--- config.mk ---
export PLATFORM = sky130hd
export DESIGN_NAME = utf8_text_sanitizer
export DESIGN_NICKNAME = d
export VERILOG_FILES = /design/src/sv/usan_pkg.sv /design/src/sv/utf8_text_sanitizer.sv /design/src/sv/usan_front.sv /design/src/sv/usan_queue.sv /design/src/sv/usan_back.sv
export SDC_FILE = /design/constraint.sdc
export NUM_CORES = 1
export LEC_CHECK = 0
export BUFFER_PORTS_ARGS = -buffer_cell sky130_fd_sc_hd__buf_2
export CAP_MARGIN = 20
export CORE_MARGIN = 3
export CORE_UTILIZATION = 45
export DETAILED_ROUTE_END_ITERATION = 10
export PLACE_DENSITY = 0.63
export SKIP_CTS_REPAIR_TIMING = 1
export SYNTH_ARGS = -nofsm -noshare
export SYNTH_HDL_FRONTEND = slang
export SYNTH_SLANG_ARGS = --single-unit
export TNS_END_PERCENT = 100
--- constraint.sdc ---
create_clock -name clk -period 6 [get_ports clk]
set_input_delay 1.2 -clock clk [delete_from_list [all_inputs] [get_ports clk]]
set_output_delay 1.2 -clock clk [all_outputs]
set_load 0.005 [all_outputs]
--- src/sv/usan_pkg.sv ---
// Shared types and constants of the UTF-8 text sanitizer.
`default_nettype none

package usan_pkg;

	// Byte codes used by the classifier
	localparam logic [7:0] SPACE     = 8'h20;
	localparam logic [7:0] TAB       = 8'h09;
	localparam logic [7:0] LF        = 8'h0A;
	localparam logic [7:0] CR        = 8'h0D;
	localparam logic [7:0] CONT_MASK = 8'hC0;
	localparam logic [7:0] CONT_VAL  = 8'h80;
	localparam logic [7:0] LEAD2_MSK = 8'hE0;
	localparam logic [7:0] LEAD2_VAL = 8'hC0;
	localparam logic [7:0] LEAD3_MSK = 8'hF0;
	localparam logic [7:0] LEAD3_VAL = 8'hE0;
	localparam logic [7:0] LEAD4_MSK = 8'hF8;
	localparam logic [7:0] LEAD4_VAL = 8'hF0;

	// Most bytes one input can produce
	localparam int unsigned MAX_OUT = 4;

	// All result bytes caused by one input byte
	typedef struct packed {
		logic [MAX_OUT-1:0][7:0] bytes;     // bytes[0] goes out first
		logic [1:0]              last_idx;  // index of the final byte
		logic                    text_end;  // input carried the text's last flag
	} pkt_t;

	// Front-to-queue write port
	typedef struct packed {
		logic valid;
		pkt_t pkt;
	} push_t;

endpackage

`default_nettype wire

--- src/sv/utf8_text_sanitizer.sv ---
// Top level of the UTF-8 text sanitizer: front end, packet queue, back end.
//
// Channel | Dir | Payload                              | Handshake
// s_      | in  | tdata=text_byte, tlast=text_last     | s_tvalid/s_tready
// m_      | out | tdata=clean_byte, tuser=run_last,    | m_tvalid/m_tready
//         |     | tlast=text_end                       |
//
// An input byte is taken in every cycle while the packet queue has room.
// The back end sends one result byte per cycle while m_tready is high; each
// input yields zero to four result bytes, and the queue absorbs bursts.
// The result of an input is registered in the packet queue and then in the
// back end's current packet before it goes out.
// Reset clears the sequence state, queue pointers and back end valid flag.
// Output stalls back up into the queue only; input stalls only when it is full.
`default_nettype none

module utf8_text_sanitizer #(
	parameter int unsigned QUEUE_DEPTH = 4
) (
	input  wire        clk,
	input  wire        arst_n,
	input  wire        s_tvalid,
	output logic       s_tready,
	input  wire [7:0]  s_tdata,   // [7:0] text_byte
	input  wire        s_tlast,
	output logic       m_tvalid,
	input  wire        m_tready,
	output logic [7:0] m_tdata,   // [7:0] clean_byte
	output logic [0:0] m_tuser,   // [0] run_last
	output logic       m_tlast
);

	usan_pkg::push_t push;
	usan_pkg::pkt_t  q_pkt;
	logic            q_full, q_not_empty, q_pop, accept, run_last;

	assign s_tready   = !q_full;
	assign accept     = s_tvalid && s_tready;
	assign m_tuser[0] = run_last;

	usan_front u_front (
		.clk       (clk),
		.arst_n    (arst_n),
		.accept    (accept),
		.text_byte (s_tdata),
		.text_last (s_tlast),
		.push      (push)
	);

	usan_queue #(
		.DEPTH (QUEUE_DEPTH)
	) u_queue (
		.clk       (clk),
		.arst_n    (arst_n),
		.push      (push),
		.full      (q_full),
		.pop       (q_pop),
		.not_empty (q_not_empty),
		.rd_pkt    (q_pkt)
	);

	usan_back u_back (
		.clk          (clk),
		.arst_n       (arst_n),
		.q_not_empty  (q_not_empty),
		.q_pkt        (q_pkt),
		.q_pop        (q_pop),
		.out_valid    (m_tvalid),
		.out_ready    (m_tready),
		.out_byte     (m_tdata),
		.out_run_last (run_last),
		.out_text_end (m_tlast)
	);

endmodule

`default_nettype wire

--- src/sv/usan_front.sv ---
// Front end: accepts input bytes, tracks pending UTF-8 sequences, builds result packets.
`default_nettype none

module usan_front (
	input  wire                clk,
	input  wire                arst_n,
	input  wire                accept,
	input  wire [7:0]          text_byte,
	input  wire                text_last,
	output usan_pkg::push_t    push
);

	logic [7:0] hb_q [3];
	logic [1:0] hc_q;
	logic [2:0] el_q;

	logic       has_held, is_cont, ext, complete, is_ctrl, fresh_lead;
	logic [2:0] lead_len;
	logic [2:0] n_out;
	logic [1:0] pre;
	logic [7:0] fresh_out;
	usan_pkg::pkt_t pkt;

	// Classify the byte
	always_comb begin
		is_cont  = (text_byte & usan_pkg::CONT_MASK) == usan_pkg::CONT_VAL;
		is_ctrl  = (text_byte < usan_pkg::SPACE) && (text_byte != usan_pkg::TAB) &&
		           (text_byte != usan_pkg::LF) && (text_byte != usan_pkg::CR);
		if ((text_byte & usan_pkg::LEAD2_MSK) == usan_pkg::LEAD2_VAL)
			lead_len = 3'd2;
		else if ((text_byte & usan_pkg::LEAD3_MSK) == usan_pkg::LEAD3_VAL)
			lead_len = 3'd3;
		else if ((text_byte & usan_pkg::LEAD4_MSK) == usan_pkg::LEAD4_VAL)
			lead_len = 3'd4;
		else
			lead_len = 3'd0;
		fresh_lead = lead_len != 3'd0;
		if (!text_byte[7])
			fresh_out = is_ctrl ? usan_pkg::SPACE : text_byte;
		else
			fresh_out = usan_pkg::SPACE;
		has_held = hc_q != 2'd0;
		ext      = has_held && is_cont;
		complete = ext && (({1'b0, hc_q} + 3'd1) >= el_q);
		pre      = (has_held && !is_cont) ? hc_q : 2'd0;
	end

	// Build the result packet
	always_comb begin
		pkt.text_end = text_last;
		if (complete) begin
			n_out = {1'b0, hc_q} + 3'd1;
			for (int i = 0; i < usan_pkg::MAX_OUT; i++) begin
				if (3'(i) < {1'b0, hc_q} && i < 3)
					pkt.bytes[i] = hb_q[i < 3 ? i : 0];
				else
					pkt.bytes[i] = text_byte;
			end
		end else if (ext) begin
			// sequence grows; a last flag turns everything held into spaces
			n_out = text_last ? ({1'b0, hc_q} + 3'd1) : 3'd0;
			for (int i = 0; i < usan_pkg::MAX_OUT; i++)
				pkt.bytes[i] = usan_pkg::SPACE;
		end else if (fresh_lead) begin
			n_out = {1'b0, pre} + {2'b00, text_last};
			for (int i = 0; i < usan_pkg::MAX_OUT; i++)
				pkt.bytes[i] = usan_pkg::SPACE;
		end else begin
			n_out = {1'b0, pre} + 3'd1;
			for (int i = 0; i < usan_pkg::MAX_OUT; i++)
				pkt.bytes[i] = (3'(i) < {1'b0, pre}) ? usan_pkg::SPACE : fresh_out;
		end
		pkt.last_idx = 2'(n_out - 3'd1);
		push.valid   = accept && (n_out != 3'd0);
		push.pkt     = pkt;
	end

	// Sequence state
	always_ff @(posedge clk or negedge arst_n) begin
		if (!arst_n) begin
			hc_q <= 2'd0;
			el_q <= 3'd0;
		end else if (accept) begin
			if (complete) begin
				hc_q <= 2'd0;
				el_q <= 3'd0;
			end else if (ext) begin
				hc_q <= text_last ? 2'd0 : hc_q + 2'd1;
				el_q <= text_last ? 3'd0 : el_q;
			end else if (fresh_lead) begin
				hc_q <= text_last ? 2'd0 : 2'd1;
				el_q <= text_last ? 3'd0 : lead_len;
			end else begin
				hc_q <= 2'd0;
				el_q <= 3'd0;
			end
		end
	end

	// Held bytes, payload only
	always_ff @(posedge clk) begin
		if (accept) begin
			if (ext && !complete) begin
				for (int i = 0; i < 3; i++)
					if (2'(i) == hc_q)
						hb_q[i] <= text_byte;
			end else if (!ext && fresh_lead) begin
				hb_q[0] <= text_byte;
			end
		end
	end

endmodule

`default_nettype wire

--- src/sv/usan_queue.sv ---
// Packet queue between front and back end.
`default_nettype none

module usan_queue #(
	parameter int unsigned DEPTH = 4
) (
	input  wire                     clk,
	input  wire                     arst_n,
	input  wire usan_pkg::push_t    push,
	output logic                    full,
	input  wire                     pop,
	output logic                    not_empty,
	output usan_pkg::pkt_t          rd_pkt
);

	localparam int unsigned PW = (DEPTH > 1) ? $clog2(DEPTH) : 1;
	localparam int unsigned CW = $clog2(DEPTH + 1);

	usan_pkg::pkt_t mem_q [DEPTH];
	logic [PW-1:0]  wr_ptr_q, rd_ptr_q;
	logic [CW-1:0]  cnt_q;

	assign full      = cnt_q == CW'(DEPTH);
	assign not_empty = cnt_q != '0;
	assign rd_pkt    = mem_q[rd_ptr_q];

	// Entry storage
	always_ff @(posedge clk) begin
		if (push.valid)
			mem_q[wr_ptr_q] <= push.pkt;
	end

	// Pointers and fill count
	always_ff @(posedge clk or negedge arst_n) begin
		if (!arst_n) begin
			wr_ptr_q <= '0;
			rd_ptr_q <= '0;
			cnt_q    <= '0;
		end else begin
			if (push.valid)
				wr_ptr_q <= (wr_ptr_q == PW'(DEPTH - 1)) ? '0 : wr_ptr_q + PW'(1);
			if (pop)
				rd_ptr_q <= (rd_ptr_q == PW'(DEPTH - 1)) ? '0 : rd_ptr_q + PW'(1);
			if (push.valid && !pop)
				cnt_q <= cnt_q + CW'(1);
			else if (pop && !push.valid)
				cnt_q <= cnt_q - CW'(1);
		end
	end

	a_no_overflow: assert property (@(posedge clk) disable iff (!arst_n)
		push.valid |-> !full || pop)
		else $error("queue written while full");
	a_no_underflow: assert property (@(posedge clk) disable iff (!arst_n)
		pop |-> not_empty)
		else $error("queue read while empty");
	a_count_range: assert property (@(posedge clk) disable iff (!arst_n)
		cnt_q <= CW'(DEPTH))
		else $error("queue count out of range");

endmodule

`default_nettype wire

--- src/sv/usan_back.sv ---
// Back end: sends the bytes of each packet one beat at a time.
`default_nettype none

module usan_back (
	input  wire                     clk,
	input  wire                     arst_n,
	input  wire                     q_not_empty,
	input  wire usan_pkg::pkt_t     q_pkt,
	output logic                    q_pop,
	output logic                    out_valid,
	input  wire                     out_ready,
	output logic [7:0]              out_byte,
	output logic                    out_run_last,
	output logic                    out_text_end
);

	usan_pkg::pkt_t cur_q;
	logic           cur_valid_q;
	logic [1:0]     idx_q;
	logic           fire, finishing;

	// Output beat and queue pop
	always_comb begin
		fire         = cur_valid_q && out_ready;
		finishing    = fire && (idx_q == cur_q.last_idx);
		q_pop        = q_not_empty && (!cur_valid_q || finishing);
		out_valid    = cur_valid_q;
		out_byte     = cur_q.bytes[idx_q];
		out_run_last = idx_q == cur_q.last_idx;
		out_text_end = out_run_last && cur_q.text_end;
	end

	// Current packet and byte index
	always_ff @(posedge clk or negedge arst_n) begin
		if (!arst_n) begin
			cur_valid_q <= 1'b0;
			idx_q       <= 2'd0;
		end else if (q_pop) begin
			cur_valid_q <= 1'b1;
			idx_q       <= 2'd0;
		end else if (finishing) begin
			cur_valid_q <= 1'b0;
			idx_q       <= 2'd0;
		end else if (fire) begin
			idx_q <= idx_q + 2'd1;
		end
	end

	// Packet payload
	always_ff @(posedge clk) begin
		if (q_pop)
			cur_q <= q_pkt;
	end

	a_load_starts: assert property (@(posedge clk) disable iff (!arst_n)
		q_pop |=> cur_valid_q && idx_q == 2'd0)
		else $error("packet load did not restart index");
	a_idx_bound: assert property (@(posedge clk) disable iff (!arst_n)
		cur_valid_q |-> idx_q <= cur_q.last_idx)
		else $error("byte index past end of packet");
	a_stall_holds: assert property (@(posedge clk) disable iff (!arst_n)
		cur_valid_q && !out_ready |=> cur_valid_q && $stable(idx_q))
		else $error("stalled packet moved");

endmodule

`default_nettype wire
## Word-level counts from Yosys, hierarchy flattened

Memory sizes are Yosys's and may differ from the RTL's. A register that Yosys moved wholly into a read port is not among the register bits.
Cells that the tools add are included.

- Mux-type cells: 65
- Equality and inequality tests: 14
- $lt $le $gt $ge: 9
- Reduce and logical (&&, ||, !) cells: 35
- Bitwise gates (word level): 1
- Add/subtract/negate cells: 10

Operator list:

| cell | count |
|---|---|
| 2-to-1 mux 32 bit | 3 |
| 2-to-1 mux 8 bit | 11 |
| 2-to-1 mux 3 bit | 14 |
| 2-to-1 mux 2 bit | 12 |
| != test 8 x 4 -> 1 bit (second input constant) | 3 |
| 2-to-1 mux 1 bit | 23 |
| binary-select mux 8 bit (select 2 bit) | 1 |
| logical AND 1 bit | 16 |
| OR reduction 8 bit | 2 |
| nonzero test 3 bit | 4 |
| adder 2 x 1 -> 2 bit (second input constant) | 4 |
| less-than comparator 1 x 2 -> 1 bit (first input constant) | 4 |
| less-than comparator 8 x 6 -> 1 bit (second input constant) | 1 |
| logical NOT 1 bit | 7 |
| 2-to-1 mux 7 bit | 1 |
| adder 2 x 1 -> 3 bit (second input constant) | 2 |
| equality test 2 bit (second input constant) | 3 |
| equality test 3 bit (second input constant) | 2 |
| nonzero test 2 bit | 3 |
| equality test 5 bit (second input constant) | 1 |
| equality test 4 bit (second input constant) | 1 |
| less-than comparator 2 bit (first input constant) | 2 |
| adder 2 x 1 -> 3 bit | 1 |
| adder 3 x 1 -> 3 bit (second input constant) | 1 |
| 12 further kinds | 12 |

- Word-level logic and storage cells: 143
- Memories: 2
- RAM bits: 164
- Bits in registers: 15

Memory list:

| memory | words | width | rd ports | clocked after Yosys merged registers in | write ports | line | source |
|---|---|---|---|---|---|---|---|
| u_queue.mem_q | 4 | 35 | 1 | 1 | 1 | usan_queue.sv:19 | `usan_pkg::pkt_t mem_q [DEPTH];` |
| u_front.hb_q | 3 | 8 | 3 | 0 | 1 | usan_front.sv:13 | `logic [7:0] hb_q [3];` |

## Logic depth before layout (Yosys ltp)

Gate-level depths: netlist of the first run.

- Depth after elaboration: 14
- Gate-level depth with buffers: 18
- Mapped depth without buffers: 17

## Cells and area by module

A second synthesis of the first run with hierarchy kept.

- Cells, all modules: 443
- Area total of the unflattened synthesis: 8742.1 um^2

By module, submodules not included:

| module | seq. area each (um^2) | area each (um^2) | times used | cells an instance |
|---|---|---|---|---|
| usan_queue | 4379.2 | 5522.8 | 1 | 220 |
| usan_front | 845.8 | 1729.2 | 1 | 152 |
| usan_back | 1126.1 | 1480.2 | 1 | 69 |
| utf8_text_sanitizer | 0.0 | 10.0 | 1 | 2 |

## Worst setup path before layout of the first run

Ideal clock, no wire load.

- Path type: input -> register
- From: input port s_tdata[7]
- To: memory u_queue.mem_q[0][0] in the netlist's numbering (enable)
- Arrival time: 5.220 ns
- Path slack: 0.302 ns
- Path buffers: 1
- Stages on the path: 10
- Required time: 5.522 ns
- Cells stage by stage: buf_2 nor2b_1 nor3_1 ha_1 ha_1 a21oi_1 ha_1 o21ai_1 a21oi_1 nor3b_1

- Cells in the longest elaborated chain, start to end: 12
- Elaborated cells between the ends (all ways): 22

Ends and longest elaborated chain:

| what | line | source |
|---|---|---|
| start: declaration | utf8_text_sanitizer.sv:24 | `input wire [7:0] s_tdata,` |
| equality test 2 bit or equality test 5 bit (tied branches) | usan_front.sv:26, usan_front.sv:33 |  |
| logical NOT 1 bit or 2-to-1 mux 3 bit (tied branches) | usan_front.sv:45, usan_front.sv:33 |  |
| logical AND 1 bit or 2-to-1 mux 3 bit (tied branches) | usan_front.sv:45, usan_front.sv:31 |  |
| 2-to-1 mux 2 bit or 2-to-1 mux 3 bit (tied branches) | usan_front.sv:45, usan_front.sv:29 |  |
| adder 2 x 1 -> 3 bit (tied with other cells) | usan_front.sv:69 | `n_out = {1'b0, pre} + 3'd1;` |
| 2-to-1 mux 3 bit | usan_front.sv:64 | `end else if (fresh_lead) begin` |
| 2-to-1 mux 3 bit | usan_front.sv:59 | `end else if (ext) begin` |
| 2-to-1 mux 3 bit (*) | usan_front.sv:51 | `if (complete) begin` |
| nonzero test 3 bit (*) | usan_front.sv:74 | `push.valid = accept && (n_out != 3'd0);` |
| logical AND 1 bit (*) | usan_front.sv:74 |  |
| 2-to-1 mux 1 bit (*) | usan_queue.sv:29 | `if (push.valid)` |
| 2-to-1 mux 1 bit (implied by the code) (*) | usan_queue.sv:30 | `mem_q[wr_ptr_q] <= push.pkt;` |
| end: declaration | usan_queue.sv:19 |  |

Every way passes the cells marked *; elsewhere a longest branch is shown, timed or not.

==> results of run 1 <==
-- worst register-to-register path, cell delays in order, from the launching register on --
cell,delay (ns)
sky130_fd_sc_hd__dfrtp_1,0.65
sky130_fd_sc_hd__inv_2,0.22
sky130_fd_sc_hd__ha_1,0.37
sky130_fd_sc_hd__ha_1,0.19
sky130_fd_sc_hd__a21oi_1,0.22
sky130_fd_sc_hd__o211a_1,0.26
sky130_fd_sc_hd__nor3_1,0.07
sky130_fd_sc_hd__a21oi_1,0.31
sky130_fd_sc_hd__ha_1,0.31
sky130_fd_sc_hd__o21ai_1,0.10
sky130_fd_sc_hd__a21oi_1,0.44
sky130_fd_sc_hd__nor2_1,0.10
sky130_fd_sc_hd__ha_1,0.24
sky130_fd_sc_hd__inv_1,0.07
sky130_fd_sc_hd__fa_1,0.41
sky130_fd_sc_hd__mux2_2,0.28
-- final cells by class --
cell class / instances / area, µm²
fill: 1479 / 9000
sequential: 214 / 6350
multi-input combinational: 229 / 2380
clock buffer: 25 / 603
tap: 260 / 325
timing repair buffer: 33 / 188
clock inverter: 15 / 150
inverter: 21 / 78.8
-- sequential cells by signal (all words and copies together) (netlist names) --
signal and flops:
u_back.cur_q 35, u_back.idx_q 2, u_back.out_valid 1, u_front.el_q 3, u_front.hb_q 24, u_front.hc_q 2
u_queue.cnt_q 3, u_queue.mem_q 140, u_queue.rd_ptr_q 2, u_queue.wr_ptr_q 2
-- cells by family after synthesis --
family                   Yosys count  synth area share
buffers and inverters             44            0.0212
AO/OA/AOI/OAI                     53            0.0487
adder cells (fa/ha/maj)           18            0.0262
XOR/XNOR                           5           0.00492
multiplexers                      51             0.118
AND/OR/NAND/NOR                  102            0.0667
flip-flops                       214             0.714
-- cell usage in the layout, fill, tap and decap left out, types with 4 or more instances in the layout --
cell                        Yosys  layout
sky130_fd_sc_hd__edfxtp_1     199     199
sky130_fd_sc_hd__mux4_2        43      43
sky130_fd_sc_hd__buf_2         13      24
sky130_fd_sc_hd__clkbuf_16      0      23
sky130_fd_sc_hd__nand2_1       20      20
sky130_fd_sc_hd__inv_1         17      17
sky130_fd_sc_hd__nand4_1       17      17
sky130_fd_sc_hd__ha_1          17      17
sky130_fd_sc_hd__nor2_1        14      14
sky130_fd_sc_hd__dfrtp_1       15      14
sky130_fd_sc_hd__buf_4          0       9
sky130_fd_sc_hd__nand3_1        7       7
sky130_fd_sc_hd__nor2b_1        7       7
sky130_fd_sc_hd__a22o_1         7       7
sky130_fd_sc_hd__nor3_1         6       6
sky130_fd_sc_hd__nor3b_2        2       6
sky130_fd_sc_hd__a21oi_1        6       6
sky130_fd_sc_hd__o21ai_1        6       6
sky130_fd_sc_hd__clkinv_2       0       6
sky130_fd_sc_hd__mux2i_1        5       5
sky130_fd_sc_hd__o211ai_2       5       5
sky130_fd_sc_hd__and3_1         5       5
sky130_fd_sc_hd__inv_2          4       4
sky130_fd_sc_hd__nand2b_1       4       4
sky130_fd_sc_hd__nand4b_1       4       4
sky130_fd_sc_hd__o221ai_1       4       4
sky130_fd_sc_hd__clkinv_1       0       4
-- worst paths after layout --
| kind | from | end | slack (ns) | depth (start not counted) |
|---|---|---|---|---|
| setup / recovery | u_front.hc_q[1]$_DFFE_PN0P_ | u_queue.cnt_q[1]$_DFFE_PN0P_ | 1.63 | 15 |
| hold / removal | u_front.el_q[2]$_DFFE_PN0P_ | u_front.el_q[2]$_DFFE_PN0P_ | 0.52 | 1 |
| setup reg to reg | u_front.hc_q[1]$_DFFE_PN0P_ | u_queue.cnt_q[1]$_DFFE_PN0P_ | 1.63 | 15 |
| hold reg to reg | u_front.el_q[2]$_DFFE_PN0P_ | u_front.el_q[2]$_DFFE_PN0P_ | 0.52 | 1 |
| max in group asynchronous | arst_n | u_queue.rd_ptr_q[0]$_DFFE_PN0P_ | 5.07 | 1 |
| min in group asynchronous | arst_n | u_queue.rd_ptr_q[1]$_DFFE_PN0P_ | 0.63 | 1 |
-- where the power goes --
group          internal [µW]  leakage [µW]  switching [µW]
logic                    491       0.00105             559
clock network            849      0.000370             544
registers               2020       0.00203             153
total                   3360       0.00344            1260
-- stage by stage --
| step | hold WS (ns) | worst slack, ns |
|---|---|---|
| CTS | 0.518 | 1.67 |
| detailed placement | 0.500 | 1.56 |
| global route | 0.532 | 1.28 |
| global placement | 0.486 | 1.71 |
| floorplan | 0.466 | 0.302 |
| finish | 0.517 | 1.63 |
-- layer usage --
| layer | share of wire | global-route usage |
|---|---|---|
| met2 | 0.49 | 0.271 |
| met5 | 0 | 0 |
| met1 | 0.44 | 0.238 |
| met3 | 0.047 | 0.0236 |
| met4 | 0.018 | 0.0414 |
==> summary.md, run 1 <==
| Metric | Value |
|---|---|
| Register area share after synthesis | `0.714` |
| Largest net degree at the start of global routing | `39` |
| Detailed placement HPWL | `10500 µm` |
| Post-CTS clock slew at the launch and capture registers of the worst setup and hold paths | `0.06 ns` |
| Initial core utilization | `0.466` |
| Number of nets produced by synthesis | `518` |
| Vias per Instance | `5.79` |
| Most frequent cell after synthesis | `sky130_fd_sc_hd__edfxtp_1` |
| Hold Violations, Final | `0` |
| Run status | `completed` |
| Layout cells sized above 1 | `0.253` |
| Crit path max fanout | `13` |
| Count of port buffers added during placement | `24` |
| Initial antenna violation count | `0` |
| Maximum number of buffers from clock root to sink | `3` |
| Global-route wire length before repair | `between 20000 and 30000 µm` |
| Post-synthesis instance total | `487` |
| Minimum clock period after layout | `approximately 4.4 ns` |
| Ant. Diodes | `0` |
| Sum Neg Setup Slack | `0 ns` |
| Slowest cell on the critical path | `sky130_fd_sc_hd__dfrtp_1` |
| Overall die height | `147 µm` |
| Worst slew margin | `0.399` |
| Net count reported at finish | `552` |
| Design Area, Final | `10100 µm²` |
| Via count of the first global-routing pass | `4791` |
| Non-filler instance count after layout | `797` |
| Transition at the pin with the smallest max-transition slack | `0.898 ns` |
| Area leader, netlist | `sky130_fd_sc_hd__edfxtp_1` |
| Maximum single-stage delay on the critical path | `0.65 ns` |
| Proportion of netlist area held by the largest area contributor | `0.672` |
| Cell chain of the critical path | `inv_2 > ha_1 > ha_1 > a21oi_1 > o211a_1 > nor3_1 > a21oi_1 > ha_1 > o21ai_1 > a21oi_1 > nor2_1 > ha_1 > inv_1 > fa_1 > mux2_2` |
| CTS tree | `built` |
| Number of levels in the clock H-tree | `1` |
| Final setup violation count | `0` |
| Placement-stage cell area | `9330 µm²` |
| Setup crit start kind | `register` |
| Leakage power | `0.00344 µW` |
| Most used DFF post-synth | `sky130_fd_sc_hd__edfxtp_1` |
| Rows | `50` |
| Leading post-synthesis cells by instance count | `199 x sky130_fd_sc_hd__edfxtp_1, 43 x sky130_fd_sc_hd__mux4_2, 20 x sky130_fd_sc_hd__nand2_1` |
| Ranking of synthesized cells by area | `sky130_fd_sc_hd__edfxtp_1 67%, sky130_fd_sc_hd__mux4_2 11%, sky130_fd_sc_hd__dfrtp_1 4.2%` |
| Standard cell core area | `roughly 19000 µm²` |
| Drt drc | `0` |
| Global routing usage summed across all routing layers | `0.166` |
| Total power | `approximately 4600 µW` |
| Vias | `4616` |
| Gate family responsible for the most delay along the worst path | `adder cells` |
| Crit path required time | `6.37 ns` |
| Total overflow reported by the global router | `0` |
| First-iteration detailed-routing DRC count | `327` |
| F_max | `229 MHz` |
| Max capacitance violation total | `0` |
| Source-to-sink clock delay at the later pin of the worst-skew pair | `0.49 ns` |
| Setup clock skew after layout | `~0.0086 ns` |
| Number of cells in the design after placement | `757` |
| Horizontal die dimension | `147 µm` |
| Flop and latch count out of synthesis | `214` |
| Share of flip-flops with an asynchronous set or reset | `0.0701` |
| Mean post-synth cell area | `roughly 18 µm²` |
| Sum of buffers and inverters on the critical path | `2` |
| Final RePlAce weighted congestion | `0.874` |
| Routed Wire Length | `17400 µm` |
| Count of clock tree sinks | `214` |
| Number of buffers created by CTS | `22` |
| Count of distinct cell types in the synthesized netlist | `57` |
| Mapped Area | `8890 µm²` |
| Path class of the lowest-slack min-delay path | `register to register` |
| CP Data Arrival Time | `~4.8 ns` |
| Crit. End Element | `register` |
| Number of max-slew violations in the final report | `0` |
| Worst supply voltage drop on vdd | `0.000212 V` |
| Layout-stage area growth over the synthesis result | `13.3%` |
| RSZ-0062 raised after global routing | `false` |
| Yosys warning total | `0` |
| Cell mode on critical path | `sky130_fd_sc_hd__ha_1` |
| Clock tree root buffer cell | `sky130_fd_sc_hd__clkbuf_16` |
| Tcrit/Tclk final | `0.729` |
| Residual antenna-violating net count after detailed routing | `0` |
| Detail-routed net length per standard cell | `21.8 µm` |
| Power density relative to cell area | `458 nW/µm²` |
| WS Path Type | `register to register` |
| Post-synth EDFFs | `roughly 200` |
| Area of the die | `21500 µm²` |
| Ports placed on the boundary | `25` |
| Core utilization of the finished layout | `0.528` |
| Router iterations before antenna repair | `5` |
No activity file was read; power rests on OpenSTA's default activity.
==> run 2: changes to the inputs <==
--- a/config.mk
+++ b/config.mk
@@ -5,12 +5,13 @@
 export SDC_FILE = /design/constraint.sdc
 export NUM_CORES = 1
 export LEC_CHECK = 0
+export ABC_AREA = 1
 export BUFFER_PORTS_ARGS = -buffer_cell sky130_fd_sc_hd__buf_2
 export CAP_MARGIN = 20
 export CORE_MARGIN = 3
 export CORE_UTILIZATION = 45
 export DETAILED_ROUTE_END_ITERATION = 10
-export PLACE_DENSITY = 0.63
+export PLACE_DENSITY = 0.65
 export SKIP_CTS_REPAIR_TIMING = 1
 export SYNTH_ARGS = -nofsm -noshare
 export SYNTH_HDL_FRONTEND = slang
==> constraint.sdc (replaced) <==
create_clock -name clk -period 3.62 [get_ports clk]
set_input_delay 0.724 -clock clk [delete_from_list [all_inputs] [get_ports clk]]
set_output_delay 0.724 -clock clk [all_outputs]
set_load 0.005 [all_outputs]
==> run 2 against run 1 <==
Net effect: via count is 23% higher; combinational power grew 110%; utilization shrank 0.057 points; maximum frequency is 30% higher; hold slack got worse by 0.37 ns; sequential power grew 68%; first-iteration DRC count rose by 26%; highest routed layer unchanged; design area grew 2.9%.
==> summary.md, run 2 <==
| Metric | Value |
|---|---|
| Run status | `completed` |
| Worst supply voltage drop on vdd | `0.000430 V (+100%)` |
| Leakage power | `0.00376 µW (+9.3%)` |
| Vias | `5683 (+23%)` |
| Minimum clock period after layout | `3.36 ns (-1.01 ns)` |
| Setup clock skew after layout | `0.0123 ns (+0.00375 ns)` |
| CTS tree | `built` |
| Standard cell core area | `19700 µm² (+3.0%)` |
| Count of clock tree sinks | `214 (unchanged)` |
| Placement Setup Slack | `0.0599 ns (-1.50 ns)` |
| Tcrit/Tclk final | `0.928 (+0.199)` |
| Number of levels in the clock H-tree | `1 (unchanged)` |
| Design Area, Final | `10400 µm² (+2.9%)` |
| Number of buffers created by CTS | `22 (unchanged)` |
| Register with the most flip-flops | `u_queue.mem_q` |
| First-iteration detailed-routing DRC count | `412 (+26%)` |
| Layout-stage area growth over the synthesis result | `14.2%` |
| Gate family responsible for the most delay along the worst path | `adder cells` |
| Number of max-slew violations in the final report | `0 (unchanged)` |
| Registers with the most flip-flops | `u_queue.mem_q: 140 flops, u_back.cur_q: 35 flops, u_front.hb_q: 24 flops` |
| Overall die height | `148 µm (+1.0%)` |
| Placement-stage cell area | `9620 µm² (+3.1%)` |
| Initial antenna violation count | `0 (unchanged)` |
| Horizontal die dimension | `148 µm (+1.0%)` |
| Routed Wire Length | `19500 µm (+12%)` |
| Sum of buffers and inverters on the critical path | `3 (+1)` |
| Router iterations before antenna repair | `5 (unchanged)` |
| Crit path required time | `3.99 ns (-2.38 ns)` |
| Most used DFF post-synth | `sky130_fd_sc_hd__edfxtp_1` |
| Maximum number of buffers from clock root to sink | `3 (unchanged)` |
| Detail-routed net length per standard cell | `18.6 µm (-15%)` |
| Global-route wire length before repair | `30700 µm (+10%)` |
| Detailed placement HPWL | `12300 µm (+17%)` |
| Crit. End Element | `register` |
| Drt drc | `0 (unchanged)` |
| Count of distinct cell types in the synthesized netlist | `40 (-30%)` |
| Power density relative to cell area | `784 nW/µm² (+71%)` |
| Cell chain of the critical path | `inv_2 > ha_1 > ha_1 > nand3_1 > nand3_2 > nor2_4 > nand2_4 > o211ai_1 > ha_1 > a21boi_2 > nand2_2 > nand2_4 > inv_1 > ha_1 > inv_1 > fa_1 > a21oi_1 > o21ai_0 > xor2_1` |
| Leading cell type in the layout, fill and taps excluded | `sky130_fd_sc_hd__edfxtp_1` |
| Final RePlAce weighted congestion | `0.834 (-4.6%)` |
| Global routing usage summed across all routing layers | `0.178 (+0.0128)` |
| Residual antenna-violating net count after detailed routing | `0 (unchanged)` |
| Initial core utilization | `0.462 (-0.00404)` |
| Count of port buffers added during placement | `24 (unchanged)` |
| Via count of the first global-routing pass | `5685 (+19%)` |
| Cell mode on critical path | `sky130_fd_sc_hd__ha_1` |
| Share of flip-flops with an asynchronous set or reset | `0.0701 (unchanged)` |
| Crit. path cell count | `19 (+4)` |
| Slowest cell on the critical path | `sky130_fd_sc_hd__dfrtp_2` |
| Max capacitance violation total | `0 (unchanged)` |
| Post-synthesis instance total | `729 (+50%)` |
| Leading post-synthesis cells by instance count | `199 x sky130_fd_sc_hd__edfxtp_1, 106 x sky130_fd_sc_hd__nor2_1, 96 x sky130_fd_sc_hd__o21ai_0` |
| RSZ-0062 raised after global routing | `false` |
| Path class of the lowest-slack min-delay path | `input pin to async pin` |
| Most frequent cell after synthesis | `sky130_fd_sc_hd__edfxtp_1` |
| Final WS setup | `0.261 ns (-1.37 ns)` |
| Total overflow reported by the global router | `0 (unchanged)` |
| WS Path Type | `register to register` |
| Commonest non-fill, non-tap cells in the layout | `199 x sky130_fd_sc_hd__edfxtp_1, 102 x sky130_fd_sc_hd__nor2_1, 96 x sky130_fd_sc_hd__o21ai_0` |
| Number of nets produced by synthesis | `760 (+47%)` |
| CP Data Arrival Time | `3.73 ns (-1.02 ns)` |
| Ranking of synthesized cells by area | `sky130_fd_sc_hd__edfxtp_1 66%, sky130_fd_sc_hd__o21ai_0 5.3%, sky130_fd_sc_hd__nor2_1 4.4%` |
| Rows | `51 (+2.0%)` |
| Register area share after synthesis | `0.699 (-0.0148)` |
| F_max | `298 MHz (+30%)` |
| Ant. Diodes | `0 (unchanged)` |
| Tightest hold margin | `0.144 ns (-0.373 ns)` |
| Area leader, netlist | `sky130_fd_sc_hd__edfxtp_1` |
| Number of cells on the worst reg-to-reg path | `19 (+4)` |
| Mean post-synth cell area | `12.5 µm² (-32%)` |
| Maximum single-stage delay on the critical path | `0.43 ns (-0.22 ns)` |
| Area of the die | `21900 µm² (+2.0%)` |
| Post-CTS clock slew at the launch and capture registers of the worst setup and hold paths | `0.06 ns (about the same)` |
| Crit path max fanout | `6 (-7)` |
| Largest net degree at the start of global routing | `74 (+90%)` |
| Transition at the pin with the smallest max-transition slack | `0.868 ns (-0.0301 ns)` |
| Net count reported at finish | `797 (+44%)` |
| Register-to-register setup slack | `0.26 ns (-1.37 ns)` |
| Ports placed on the boundary | `25 (unchanged)` |
| Largest register FFs | `140 (unchanged)` |
| Final setup violation count | `0 (unchanged)` |
| Yosys warning total | `0 (unchanged)` |
| Proportion of netlist area held by the largest area contributor | `0.658 (-0.0139)` |
| Mapped Area | `9080 µm² (+2.1%)` |
| Source-to-sink clock delay at the later pin of the worst-skew pair | `0.50 ns (about the same)` |
| Clock tree root buffer cell | `sky130_fd_sc_hd__clkbuf_16` |
| Layout cells sized above 1 | `0.156 (-0.0970)` |
| Vias per Instance | `5.43 (-6.2%)` |
| Flop and latch count out of synthesis | `214 (unchanged)` |
| Worst slew margin | `0.418 (+0.0187)` |
| Post-synth EDFFs | `199 (unchanged)` |
| Setup crit start kind | `register` |
| Hold Violations, Final | `0 (unchanged)` |
## run 2: changes by cell type after synthesis, sizes merged, moves of 12 or more
cell,before,now
clkbuf,6,23
nand2,20,75
nand3,8,21
o211ai,6,18
o21ai,9,106
mux4,43,0
inv,21,46
nor2,14,111
o22ai,2,44
## run 2: final timing paths
check                                                       end                         from
worst min-delay path                u_front.el_q[1]$_DFFE_PN0P_                       arst_n
worst max register to register     u_queue.cnt_q[2]$_DFFE_PN0P_  u_front.hc_q[0]$_DFFE_PN0P_
worst min register to register      u_front.el_q[0]$_DFFE_PN0P_  u_front.el_q[0]$_DFFE_PN0P_
max in group asynchronous       u_queue.rd_ptr_q[0]$_DFFE_PN0P_                       arst_n
worst max-delay path               u_queue.cnt_q[2]$_DFFE_PN0P_  u_front.hc_q[0]$_DFFE_PN0P_
min in group clk                   u_front.hb_q[1][5]$_DFFE_PP_                   s_tdata[5]
## run 2: worst register-to-register path: stages (launching register included)
cell and delay [ns]:
sky130_fd_sc_hd__dfrtp_2 0.43, sky130_fd_sc_hd__inv_2 0.09, sky130_fd_sc_hd__ha_1 0.35, sky130_fd_sc_hd__ha_1 0.31
sky130_fd_sc_hd__nand3_1 0.13, sky130_fd_sc_hd__nand3_2 0.14, sky130_fd_sc_hd__nor2_4 0.06, sky130_fd_sc_hd__nand2_4 0.07
sky130_fd_sc_hd__o211ai_1 0.11, sky130_fd_sc_hd__ha_1 0.22, sky130_fd_sc_hd__a21boi_2 0.15, sky130_fd_sc_hd__nand2_2 0.10
sky130_fd_sc_hd__nand2_4 0.05, sky130_fd_sc_hd__inv_1 0.05, sky130_fd_sc_hd__ha_1 0.13, sky130_fd_sc_hd__inv_1 0.06
sky130_fd_sc_hd__fa_1 0.38, sky130_fd_sc_hd__a21oi_1 0.15, sky130_fd_sc_hd__o21ai_0 0.11, sky130_fd_sc_hd__xor2_1 0.15
## run 2: stage by stage
stage          TNS [ns]  power [µW]  utilization  std cells
6_report              0        8130        0.528       1046
5_1_grt               0        8610        0.528       1046
4_1_cts               0        8180        0.526       1043
3_5_place_dp          0        5920        0.489       1004
3_3_place_gp          0        5830        0.489       1004
2_1_floorplan    -26.41        5070            -        729
## run 2: layer usage
metal,vias up,global-route usage,routed length [µm]
met5,-,0,0
met2,126,0.296,9350
met4,0,0.0508,377
met3,31,0.0213,911
met1,2795,0.252,8840
li1,2731,-,-
## run 2: cell type report
cell class                 instances  area, µm²
fill                            1676       9280
clock buffer                      28        594
inverter                          47        186
timing repair buffer              49        370
clock inverter                    11        133
multi-input combinational        432       2400
tap                              265        332
sequential                       214       6350
## run 2: report_power, final
part	total, µW	switching [µW]	internal, µW	leakage, µW
registers	3650	198	3450	0.00202
logic	2220	1520	708	0.00140
clock network	2260	887	1370	0.000342
## run 2: kinds of logic after synthesis
logic type / share of synthesized area
AOI/OAI and AO/OA: 0.116
buffers and inverters: 0.0401
and+or+nand+nor: 0.116
xor gates and xnor gates: 0.00289
adders and majority gates: 0.0256
DFF: 0.699
